`src/rtl/ecls_pkg.sv`:
```
// Shared types and constants for the edge candidate likelihood select block.
// No dependencies; every other file of the block depends on this package.
`default_nettype none

package ecls_pkg;

  localparam int CONV_W  = 24;
  localparam int THR_W   = 25;
  localparam int MU1_W   = 8;
  localparam int MU2_W   = 10;
  localparam int SCORE_W = 25;
  localparam int SQ_W    = 47;
  localparam int IDX_W   = 7;
  localparam int CODE_W  = 2;
  localparam int ADDR_W  = 4;
  localparam int DATA_W  = 32;

  // register indexes, taken from paddr[3:2]
  localparam logic [1:0] REG_MODE      = 2'd0;
  localparam logic [1:0] REG_THRESHOLD = 2'd1;
  localparam logic [1:0] REG_MU1       = 2'd2;
  localparam logic [1:0] REG_MU2       = 2'd3;

  // suppression codes
  localparam logic [CODE_W-1:0] SUP_NONE      = 2'd0;
  localparam logic [CODE_W-1:0] SUP_CONTRAST  = 2'd1;
  localparam logic [CODE_W-1:0] SUP_THRESHOLD = 2'd2;

  typedef struct packed {
    logic             contrast_mode;
    logic [THR_W-1:0] likelihood_threshold;
    logic [MU1_W-1:0] ratio_below;
    logic [MU2_W-1:0] ratio_above;
  } ecls_cfg_t;

  typedef struct packed {
    logic               take;       // candidate replaces the current best
    logic [SCORE_W-1:0] score;      // score stored when taken
    logic               nz_write;   // candidate passed the threshold in contrast mode
    logic               nz_value;   // candidate convolution is nonzero
    logic [SQ_W-1:0]    square;     // square of the candidate convolution
  } ecls_decision_t;

endpackage

`default_nettype wire

```
`src/rtl/ecls_if.sv`:
```
// Handshake channels of the block: candidate words in, result words out.
// Depends on ecls_pkg for field widths.
`default_nettype none

interface ecls_in_if;
  logic                               valid;
  logic                               ready;
  logic signed [ecls_pkg::CONV_W-1:0] conv_value;
  logic signed [ecls_pkg::CONV_W-1:0] reference_conv;
  logic                               scan_last;

  modport source (output valid, output conv_value, output reference_conv,
                  output scan_last, input ready);
  modport sink   (input valid, input conv_value, input reference_conv,
                  input scan_last, output ready);
endinterface

interface ecls_out_if;
  logic                               valid;
  logic                               ready;
  logic                               found;
  logic        [ecls_pkg::IDX_W-1:0]  best_index;
  logic signed [ecls_pkg::CONV_W-1:0] new_reference;
  logic        [ecls_pkg::SQ_W-1:0]   gradient_norm;
  logic        [ecls_pkg::CODE_W-1:0] suppress_code;

  modport source (output valid, output found, output best_index, output new_reference,
                  output gradient_norm, output suppress_code, input ready);
  modport sink   (input valid, input found, input best_index, input new_reference,
                  input gradient_norm, input suppress_code, output ready);
endinterface

`default_nettype wire

```
`src/rtl/ecls_cfg.sv`:
```
// APB-style configuration registers: mode, threshold and the two ratio bounds.
// Depends on ecls_pkg.
`default_nettype none

module ecls_cfg (
  input  wire logic                          clk,
  input  wire logic                          rst,
  input  wire logic                          psel,
  input  wire logic                          penable,
  input  wire logic                          pwrite,
  input  wire logic [ecls_pkg::ADDR_W-1:0]   paddr,
  input  wire logic [ecls_pkg::DATA_W-1:0]   pwdata,
  output logic      [ecls_pkg::DATA_W-1:0]   prdata,
  output logic                               pready,
  output ecls_pkg::ecls_cfg_t                cfg
);
  import ecls_pkg::*;

  logic wr_en;

  assign pready = 1'b1;
  assign wr_en  = psel & penable & pwrite;

  always_ff @(posedge clk) begin
    if (rst) begin
      cfg.contrast_mode        <= 1'b1;
      cfg.likelihood_threshold <= '0;
      cfg.ratio_below          <= MU1_W'(128);
      cfg.ratio_above          <= MU2_W'(128);
    end else if (wr_en) begin
      unique case (paddr[3:2])
        REG_MODE:      cfg.contrast_mode        <= pwdata[0];
        REG_THRESHOLD: cfg.likelihood_threshold <= pwdata[THR_W-1:0];
        REG_MU1:       cfg.ratio_below          <= pwdata[MU1_W-1:0];
        REG_MU2:       cfg.ratio_above          <= pwdata[MU2_W-1:0];
      endcase
    end
  end

  always_comb begin
    prdata = '0;
    unique case (paddr[3:2])
      REG_MODE:      prdata = DATA_W'(cfg.contrast_mode);
      REG_THRESHOLD: prdata = DATA_W'(cfg.likelihood_threshold);
      REG_MU1:       prdata = DATA_W'(cfg.ratio_below);
      REG_MU2:       prdata = DATA_W'(cfg.ratio_above);
    endcase
  end

endmodule

`default_nettype wire

```
`src/rtl/ecls_score.sv`:
```
// Candidate test: threshold, contrast ratio window and best-so-far compare.
// Purely combinational; depends on ecls_pkg.
`default_nettype none

module ecls_score (
  input  wire ecls_pkg::ecls_cfg_t                 cfg,
  input  wire logic signed [ecls_pkg::CONV_W-1:0]  conv,
  input  wire logic signed [ecls_pkg::CONV_W-1:0]  ref_conv,
  input  wire logic                                in_range,
  input  wire logic                                best_found,
  input  wire logic        [ecls_pkg::SCORE_W-1:0] best_score,
  output ecls_pkg::ecls_decision_t           dec
);
  import ecls_pkg::*;

  logic signed [CONV_W:0]    sum;
  logic signed [CONV_W:0]    diff;
  logic        [THR_W-1:0]   lik_c;
  logic        [SCORE_W-1:0] lik_p;
  logic        [SCORE_W-1:0] closeness;
  logic        [CONV_W-1:0]  mag;
  logic signed [9:0]         lo_f;
  logic signed [11:0]        hi_f;
  logic signed [33:0]        lo;
  logic signed [35:0]        hi;
  logic signed [35:0]        n;
  logic                      in_band;
  logic                      ref_pos;
  logic                      ref_nz;
  logic                      pass_c;
  logic signed [2*CONV_W-1:0] sq;

  always_comb begin
    sum   = (CONV_W+1)'(conv) + (CONV_W+1)'(ref_conv);
    diff  = (CONV_W+1)'(ref_conv) - (CONV_W+1)'(conv);
    lik_c = sum[CONV_W] ? THR_W'(-sum) : THR_W'(sum);
    closeness = diff[CONV_W] ? SCORE_W'(-diff) : SCORE_W'(diff);
    mag   = conv[CONV_W-1] ? CONV_W'(-conv) : CONV_W'(conv);
    lik_p = {mag, 1'b0};

    // ratio window by cross-multiplication: 256*c against (256-mu1)*r, (256+mu2)*r
    lo_f = 10'sd256 - $signed({2'b00, cfg.ratio_below});
    hi_f = 12'sd256 + $signed({2'b00, cfg.ratio_above});
    lo   = lo_f * ref_conv;
    hi   = hi_f * ref_conv;
    n    = 36'(conv) <<< 8;
    ref_nz  = ref_conv != '0;
    ref_pos = ref_nz & ~ref_conv[CONV_W-1];
    if (ref_pos) begin
      in_band = (n > 36'(lo)) && (n < hi);
    end else begin
      in_band = (n < 36'(lo)) && (n > hi);
    end

    pass_c = lik_c > cfg.likelihood_threshold;
    sq     = conv * conv;

    dec.square   = sq[SQ_W-1:0];
    dec.nz_value = conv != '0;
    dec.nz_write = in_range & cfg.contrast_mode & pass_c;
    if (cfg.contrast_mode) begin
      dec.score = closeness;
      dec.take  = in_range & pass_c & ref_nz & in_band &
                  (~best_found | (closeness < best_score));
    end else begin
      dec.score = lik_p;
      dec.take  = in_range & (lik_p > best_score) &
                  (lik_p > SCORE_W'(cfg.likelihood_threshold));
    end
  end

endmodule

`default_nettype wire

```
`src/rtl/edge_candidate_likelihood_select.sv`:
```
// Top level: input register, scan state, candidate test and result register.
// Depends on ecls_pkg, ecls_if, ecls_cfg and ecls_score.
//
//   channel | dir | handshake        | word
//   cand    | in  | valid/ready      | conv_value, reference_conv, scan_last
//   result  | out | valid/ready      | found, best_index, new_reference,
//           |     |                  | gradient_norm, suppress_code
//   apb     | in  | psel/penable     | paddr, pwdata -> prdata, pready always high
//
// One candidate word per cycle unless the input side is held. A word is tested against
// the running best while it sits in the input register; when a last word leaves it,
// the result word is registered and shows on the result port from the result register.
// Reset is synchronous; it restores the register defaults and empties the scan.
// Only a last word waiting on a full result register holds the input side.
`default_nettype none

module edge_candidate_likelihood_select #(
  parameter int MAX_CANDIDATES = 65
) (
  input  wire logic                        clk,
  input  wire logic                        rst,
  ecls_in_if.sink                          cand,
  ecls_out_if.source                       result,
  input  wire logic                        psel,
  input  wire logic                        penable,
  input  wire logic                        pwrite,
  input  wire logic [ecls_pkg::ADDR_W-1:0] paddr,
  input  wire logic [ecls_pkg::DATA_W-1:0] pwdata,
  output logic      [ecls_pkg::DATA_W-1:0] prdata,
  output logic                             pready
);
  import ecls_pkg::*;

  localparam int CNT_W = $clog2(MAX_CANDIDATES + 1);

  ecls_cfg_t      cfg;
  ecls_decision_t dec;

  // input register
  logic                     s1_valid;
  logic signed [CONV_W-1:0] s1_conv;
  logic signed [CONV_W-1:0] s1_ref;
  logic                     s1_last;

  // scan state
  logic        [CNT_W-1:0]   count;
  logic signed [CONV_W-1:0]  lat_ref;
  logic                      best_found;
  logic        [CNT_W-1:0]   best_pos;
  logic signed [CONV_W-1:0]  best_conv;
  logic        [SQ_W-1:0]    best_sq;
  logic        [SCORE_W-1:0] best_score;
  logic                      last_nz;

  logic                      res_valid;
  logic                      s1_go;
  logic                      advance;
  logic                      in_range;
  logic signed [CONV_W-1:0]  ref_eff;
  logic                      found_next;
  logic                      last_nz_next;

  ecls_cfg u_cfg (
    .clk     (clk),
    .rst     (rst),
    .psel    (psel),
    .penable (penable),
    .pwrite  (pwrite),
    .paddr   (paddr),
    .pwdata  (pwdata),
    .prdata  (prdata),
    .pready  (pready),
    .cfg     (cfg)
  );

  assign ref_eff  = (count == '0) ? s1_ref : lat_ref;
  assign in_range = count < CNT_W'(MAX_CANDIDATES);

  ecls_score u_score (
    .cfg        (cfg),
    .conv       (s1_conv),
    .ref_conv   (ref_eff),
    .in_range   (in_range),
    .best_found (best_found),
    .best_score (best_score),
    .dec        (dec)
  );

  // a last word needs a free result slot; any other word moves on at once
  assign s1_go      = ~s1_last | ~res_valid | result.ready;
  assign advance    = s1_valid & s1_go;
  assign cand.ready = ~s1_valid | s1_go;

  assign found_next   = dec.take | best_found;
  assign last_nz_next = dec.nz_write ? dec.nz_value : last_nz;

  always_ff @(posedge clk) begin
    if (rst) begin
      s1_valid <= 1'b0;
    end else if (cand.valid & cand.ready) begin
      s1_valid <= 1'b1;
    end else if (s1_go) begin
      s1_valid <= 1'b0;
    end
  end

  always_ff @(posedge clk) begin
    if (cand.valid & cand.ready) begin
      s1_conv <= cand.conv_value;
      s1_ref  <= cand.reference_conv;
      s1_last <= cand.scan_last;
    end
  end

  always_ff @(posedge clk) begin
    if (rst) begin
      count      <= '0;
      best_found <= 1'b0;
      best_score <= '0;
      last_nz    <= 1'b0;
    end else if (advance) begin
      if (s1_last) begin
        count      <= '0;
        best_found <= 1'b0;
        best_score <= '0;
        last_nz    <= 1'b0;
      end else begin
        if (in_range) begin
          count <= count + CNT_W'(1);
        end
        best_found <= found_next;
        last_nz    <= last_nz_next;
        if (dec.take) begin
          best_score <= dec.score;
        end
      end
    end
  end

  always_ff @(posedge clk) begin
    if (advance) begin
      lat_ref <= ref_eff;
      if (dec.take) begin
        best_pos  <= count;
        best_conv <= s1_conv;
        best_sq   <= dec.square;
      end
    end
  end

  // result register
  always_ff @(posedge clk) begin
    if (rst) begin
      res_valid <= 1'b0;
    end else if (advance & s1_last) begin
      res_valid <= 1'b1;
    end else if (result.ready) begin
      res_valid <= 1'b0;
    end
  end

  always_ff @(posedge clk) begin
    if (advance & s1_last) begin
      result.found <= found_next;
      if (dec.take) begin
        result.best_index    <= IDX_W'(count);
        result.new_reference <= s1_conv;
        result.gradient_norm <= dec.square;
        result.suppress_code <= SUP_NONE;
      end else if (best_found) begin
        result.best_index    <= IDX_W'(best_pos);
        result.new_reference <= best_conv;
        result.gradient_norm <= best_sq;
        result.suppress_code <= SUP_NONE;
      end else begin
        result.best_index    <= '0;
        result.new_reference <= ref_eff;
        result.gradient_norm <= '0;
        result.suppress_code <= last_nz_next ? SUP_CONTRAST : SUP_THRESHOLD;
      end
    end
  end

  assign result.valid = res_valid;

endmodule

`default_nettype wire

```
`src/flat_wrapper.sv`:
```
// flat-port wrapper written by rule: the top's interface ports become plain ports
module edge_candidate_likelihood_select_flat import ecls_pkg::*;
#(
  parameter int MAX_CANDIDATES = 65
)
  (clk, rst, psel, penable, pwrite, paddr, pwdata, prdata, pready, cand_valid, cand_conv_value, cand_reference_conv, cand_scan_last, cand_ready, result_valid, result_found, result_best_index, result_new_reference, result_gradient_norm, result_suppress_code, result_ready);
  ecls_in_if cand_i ();
  ecls_out_if result_i ();
  input  wire logic clk;
  input  wire logic rst;
  input  wire logic psel;
  input  wire logic penable;
  input  wire logic pwrite;
  input  wire logic [ecls_pkg::ADDR_W-1:0] paddr;
  input  wire logic [ecls_pkg::DATA_W-1:0] pwdata;
  output logic      [ecls_pkg::DATA_W-1:0] prdata;
  output logic pready;
  input wire logic [$bits(cand_i.valid)-1:0] cand_valid;
  input wire logic [$bits(cand_i.conv_value)-1:0] cand_conv_value;
  input wire logic [$bits(cand_i.reference_conv)-1:0] cand_reference_conv;
  input wire logic [$bits(cand_i.scan_last)-1:0] cand_scan_last;
  output wire logic [$bits(cand_i.ready)-1:0] cand_ready;
  output wire logic [$bits(result_i.valid)-1:0] result_valid;
  output wire logic [$bits(result_i.found)-1:0] result_found;
  output wire logic [$bits(result_i.best_index)-1:0] result_best_index;
  output wire logic [$bits(result_i.new_reference)-1:0] result_new_reference;
  output wire logic [$bits(result_i.gradient_norm)-1:0] result_gradient_norm;
  output wire logic [$bits(result_i.suppress_code)-1:0] result_suppress_code;
  input wire logic [$bits(result_i.ready)-1:0] result_ready;
  assign cand_i.valid = cand_valid;
  assign cand_i.conv_value = cand_conv_value;
  assign cand_i.reference_conv = cand_reference_conv;
  assign cand_i.scan_last = cand_scan_last;
  assign cand_ready = cand_i.ready;
  assign result_valid = result_i.valid;
  assign result_found = result_i.found;
  assign result_best_index = result_i.best_index;
  assign result_new_reference = result_i.new_reference;
  assign result_gradient_norm = result_i.gradient_norm;
  assign result_suppress_code = result_i.suppress_code;
  assign result_i.ready = result_ready;
  edge_candidate_likelihood_select #(.MAX_CANDIDATES(MAX_CANDIDATES)) u_core (.clk(clk), .rst(rst), .cand(cand_i), .result(result_i), .psel(psel), .penable(penable), .pwrite(pwrite), .paddr(paddr), .pwdata(pwdata), .prdata(prdata), .pready(pready));
endmodule
```
`config.mk`:
```
export PLATFORM = sky130hd
export DESIGN_NAME = edge_candidate_likelihood_select_flat
export DESIGN_NICKNAME = d
export VERILOG_FILES = /design/src/rtl/ecls_pkg.sv /design/src/rtl/ecls_if.sv /design/src/rtl/ecls_cfg.sv /design/src/rtl/ecls_score.sv /design/src/rtl/edge_candidate_likelihood_select.sv /design/src/flat_wrapper.sv
export SDC_FILE = /design/constraint.sdc
export NUM_CORES = 2
export LEC_CHECK = 0
export BUFFER_PORTS_ARGS = -buffer_cell sky130_fd_sc_hd__buf_4
export CORE_ASPECT_RATIO = 1.25
export CORE_MARGIN = 8
export CORE_UTILIZATION = 65
export CTS_CLUSTER_DIAMETER = 50
export DETAILED_ROUTE_END_ITERATION = 7
export GPL_TIMING_DRIVEN = 0
export PLACE_DENSITY = 0.89
export SYNTH_ARGS = -nofsm -noshare
export SYNTH_HDL_FRONTEND = slang
export SYNTH_SLANG_ARGS = --single-unit
```
`constraint.sdc`:
```
create_clock -name clk -period 20.7 [get_ports clk]
set_clock_uncertainty 0.1 [all_clocks]
set_input_delay 3.105 -clock clk [delete_from_list [all_inputs] [get_ports clk]]
set_output_delay 3.105 -clock clk [all_outputs]
set_load 0.005 [all_outputs]
```
==> impl_metrics.py <==
metrics = {
    "clocking": {
        "post_cts_buffers": 0,
        "clock_tree.root_cell": "clkbuf_16",
        "cts_tree": "yes",
        "clkLatencyLatePin_ns": 0.63,
        "clock-sinks": 310,
        "numCtsBuffers": 40,
        "clk_pin_slew_ns": 0.06,
        "h-tree-depth": 2,
        "clk_path_buf_depth": 3,
        "cts_resized": 0,
        "ctsHoldBuffers": 0,
    },
    "job": {
        "maxCapViolations": 2,
    },
    "timing": {
        "finalSetupViolations": 0,
        "hold_violations": 0,
        "setup_slack_ns": 4.09,
        "slew_viol_final": 4,
        "fin_setup_tns_ns": 0,
        "tightest_slew_ns": 1.51,
        "rsz0062_at_grt": "false",
        "slew_headroom_pct": -1.56,
        "period_share_pct": 80.2,
        "period_needed_ns": 16.61,
        "fmax_mhz": 60.2,
    },
    "detailed_routing": {
        "num_vias": 44700,
        "drc": 1,
        "drt_iter0_markers": 4789,
        "routed_via_density": 6.15,
        "ant_nets": 0,
        "wl_mm": 169,
        "dr.pass1.iters": 8,
        "wl_per_cell_um": 23.3,
    },
    "synthesis": {
        "syn_inst": 5917,
        "yosys.area.top_type": "fa_1",
        "yosysMostFrequentCell": "inv_1",
        "yosysTopAreaCellShare_pct": 35.1,
        "synth_edf_count": 230,
        "ys.flop_type": "edfxtp_1",
        "async_flop_share_pct": 0,
        "yosysSeqAreaShare_pct": 15.5,
        "ys_top_cells_by_count": "1201 x inv_1, 961 x fa_1, 671 x nand2_1",
        "yosys.cell_types.count": 94,
        "ys_ff_latch": 310,
        "synth_area_leaders": "fa_1 35%, edfxtp_1 13%, ha_1 11%",
        "yosys_warnings": 0,
        "syn_avg_cell_area_um2": 9.25,
        "synth_area_mm2": 0.0548,
    },
    "placement": {
        "io_buffers": 188,
        "place_inst": 7206,
        "dp_slack_ns": 4.81,
        "gp_congestion": 1.02,
        "place_area_mm2": 0.0577,
        "dpl.hpwl_mm": 138,
    },
    "status": {
        "violations": "DRC, capacitance limit, slew limit",
        "outcome": "complete, but fails checks",
    },
    "global_route": {
        "antenna_found_initial": 5,
        "grt_max_degree": 63,
        "grt_pass1_vias": 47000,
        "use_met1_pct": 43.6,
        "grt_use_met2_pct": 56.6,
        "top_usage_layer": "met2",
        "grt_pass1_wl_mm": 260,
        "met3_usage_pct": 11.5,
        "track_usage_pct": 36.2,
        "grt.overflow.total": 0,
    },
    "critical_path": {
        "cpPeakStageDelay_ns": 1.24,
        "crit_arrival_ns": 16.83,
        "start_kind": "register",
        "worst-setup-path-type": "register to register",
        "path_max_fanout": 31,
        "cpMostUsedCell": "inv_1",
        "crit_required_ns": 20.92,
        "slowest_stage": "nor4_1",
        "cp-end-kind": "register",
        "reg2reg_slack_ns": 4.09,
    },
    "finish": {
        "stdcell_count": 7280,
        "diodes": 0,
        "final_area_mm2": 0.0591,
        "area_growth_pct": 7.89,
        "drive_gt1_share_pct": 5.59,
        "fin_nets": 7716,
    },
    "hold_path": {
        "hp-class": "register to register",
    },
    "floorplanning": {
        "dieArea_mm2": 0.0938,
        "start_util_pct": 65.3,
        "num_rows": 119,
        "num_io_pins": 208,
        "core-area_mm2": 0.0838,
        "die_h_um": 340,
        "die_width_um": 276,
    },
}
[final cells by class]
type,instances,area (um2)
Buffer,231,945
Clock buffer,45,1020
Clock inverter,28,342
Fill cell,6034,24800
Inverter,1208,4540
Multi-Input combinational cell,4175,40800
Sequential cell,310,8510
Tap cell,1089,1360
Timing Repair Buffer,194,1540
[layout by cell type (no fill, tap or decap), types with 11 or more instances in the layout]
| master | n |
|---|---|
| inv_1 | 1200 |
| fa_1 | 961 |
| nand2_1 | 671 |
| ha_1 | 503 |
| nor2_1 | 461 |
| edfxtp_1 | 230 |
| a21oi_1 | 221 |
| buf_4 | 198 |
| clkbuf_1 | 181 |
| xnor2_1 | 171 |
| o21ai_0 | 118 |
| and2_1 | 98 |
| nand3_1 | 92 |
| a21o_1 | 90 |
| mux2i_1 | 84 |
| dfxtp_1 | 80 |
| nand2b_1 | 72 |
| xor2_1 | 69 |
| nor3_1 | 49 |
| nand4_1 | 44 |
| clkbuf_16 | 40 |
| nor2b_1 | 39 |
| o21a_1 | 37 |
| and3_1 | 32 |
| nor4_1 | 27 |
| a211oi_1 | 25 |
| o31ai_1 | 22 |
| o21bai_1 | 22 |
| buf_2 | 21 |
| a31oi_1 | 20 |
| buf_1 | 18 |
| or3_1 | 16 |
| a211o_1 | 15 |
| a22o_1 | 13 |
| mux2_2 | 13 |
| o211ai_1 | 12 |
| or2_2 | 11 |
| clkinv_1 | 11 |
[worst paths after layout]
check                                                          end                               start  cells after the start
worst min-delay path            u_core.best_score[10]$_SDFFE_PP0P_  u_core.best_score[10]$_SDFFE_PP0P_                      2
worst max-delay path                  u_core.best_sq[43]$_DFFE_PP_        u_core.count[0]$_SDFFE_PP0P_                     42
worst max register to register        u_core.best_sq[43]$_DFFE_PP_        u_core.count[0]$_SDFFE_PP0P_                     42
worst min register to register  u_core.best_score[10]$_SDFFE_PP0P_  u_core.best_score[10]$_SDFFE_PP0P_                      2
[critical path: cells and delay by family (launching register included)]
| kind | cells | cell delay (ns) |
|---|---|---|
| compound gates | 12 | 4.08 |
| xor+xnor | 1 | 0.16 |
| fa+ha+maj | 8 | 3.30 |
| buf+inv | 11 | 2.77 |
| flops | 1 | 0.43 |
| mux | 3 | 2.05 |
| simple gates | 7 | 3.30 |
[per-stage QoR]
| stage | hold WS (ns) | util [%] |
|---|---|---|
| floorplan | 0.325 | - |
| global placement | 0.335 | 68.7 |
| detailed placement | 0.343 | 68.8 |
| CTS | 0.356 | 70.4 |
| global route | 0.378 | 70.5 |
| finish | 0.357 | 70.5 |
[metal layers]
layer / wire (um) / up-vias
met5: 14 / -
met4: 12900 / 2
met3: 21700 / 783
met2: 76900 / 2820
met1: 57800 / 22000
li1: - / 19100
[sequential cells by signal, indices dropped and copies added (netlist names)]
signal and flops:
u_core.best_conv 23, u_core.best_found 1, u_core.best_pos 7, u_core.best_score 25, u_core.best_sq 46, u_core.count 7, u_core.last_nz 1, u_core.lat_ref 24
u_core.result.best_index 7, u_core.result.found 1, u_core.result.gradient_norm 47, u_core.result.new_reference 24, u_core.result.suppress_code 2, u_core.result.valid 1, u_core.s1_conv 24, u_core.s1_last 1
u_core.s1_ref 24, u_core.s1_valid 1, u_core.u_cfg.cfg 44
[logic make-up after synthesis]
logic type	synth area share, %
AOI/OAI and AO/OA	8.49
xor gates and xnor gates	3.84
adders and majority gates	46.6
buffers and inverters	10.0
DFF	15.5
muxes	1.89
other	0.0137
and+or+nand+nor	13.6
Power is left out: the tool's default activity adds up to more than one toggle a clock period on the data nets, which glitch-free logic cannot reach.
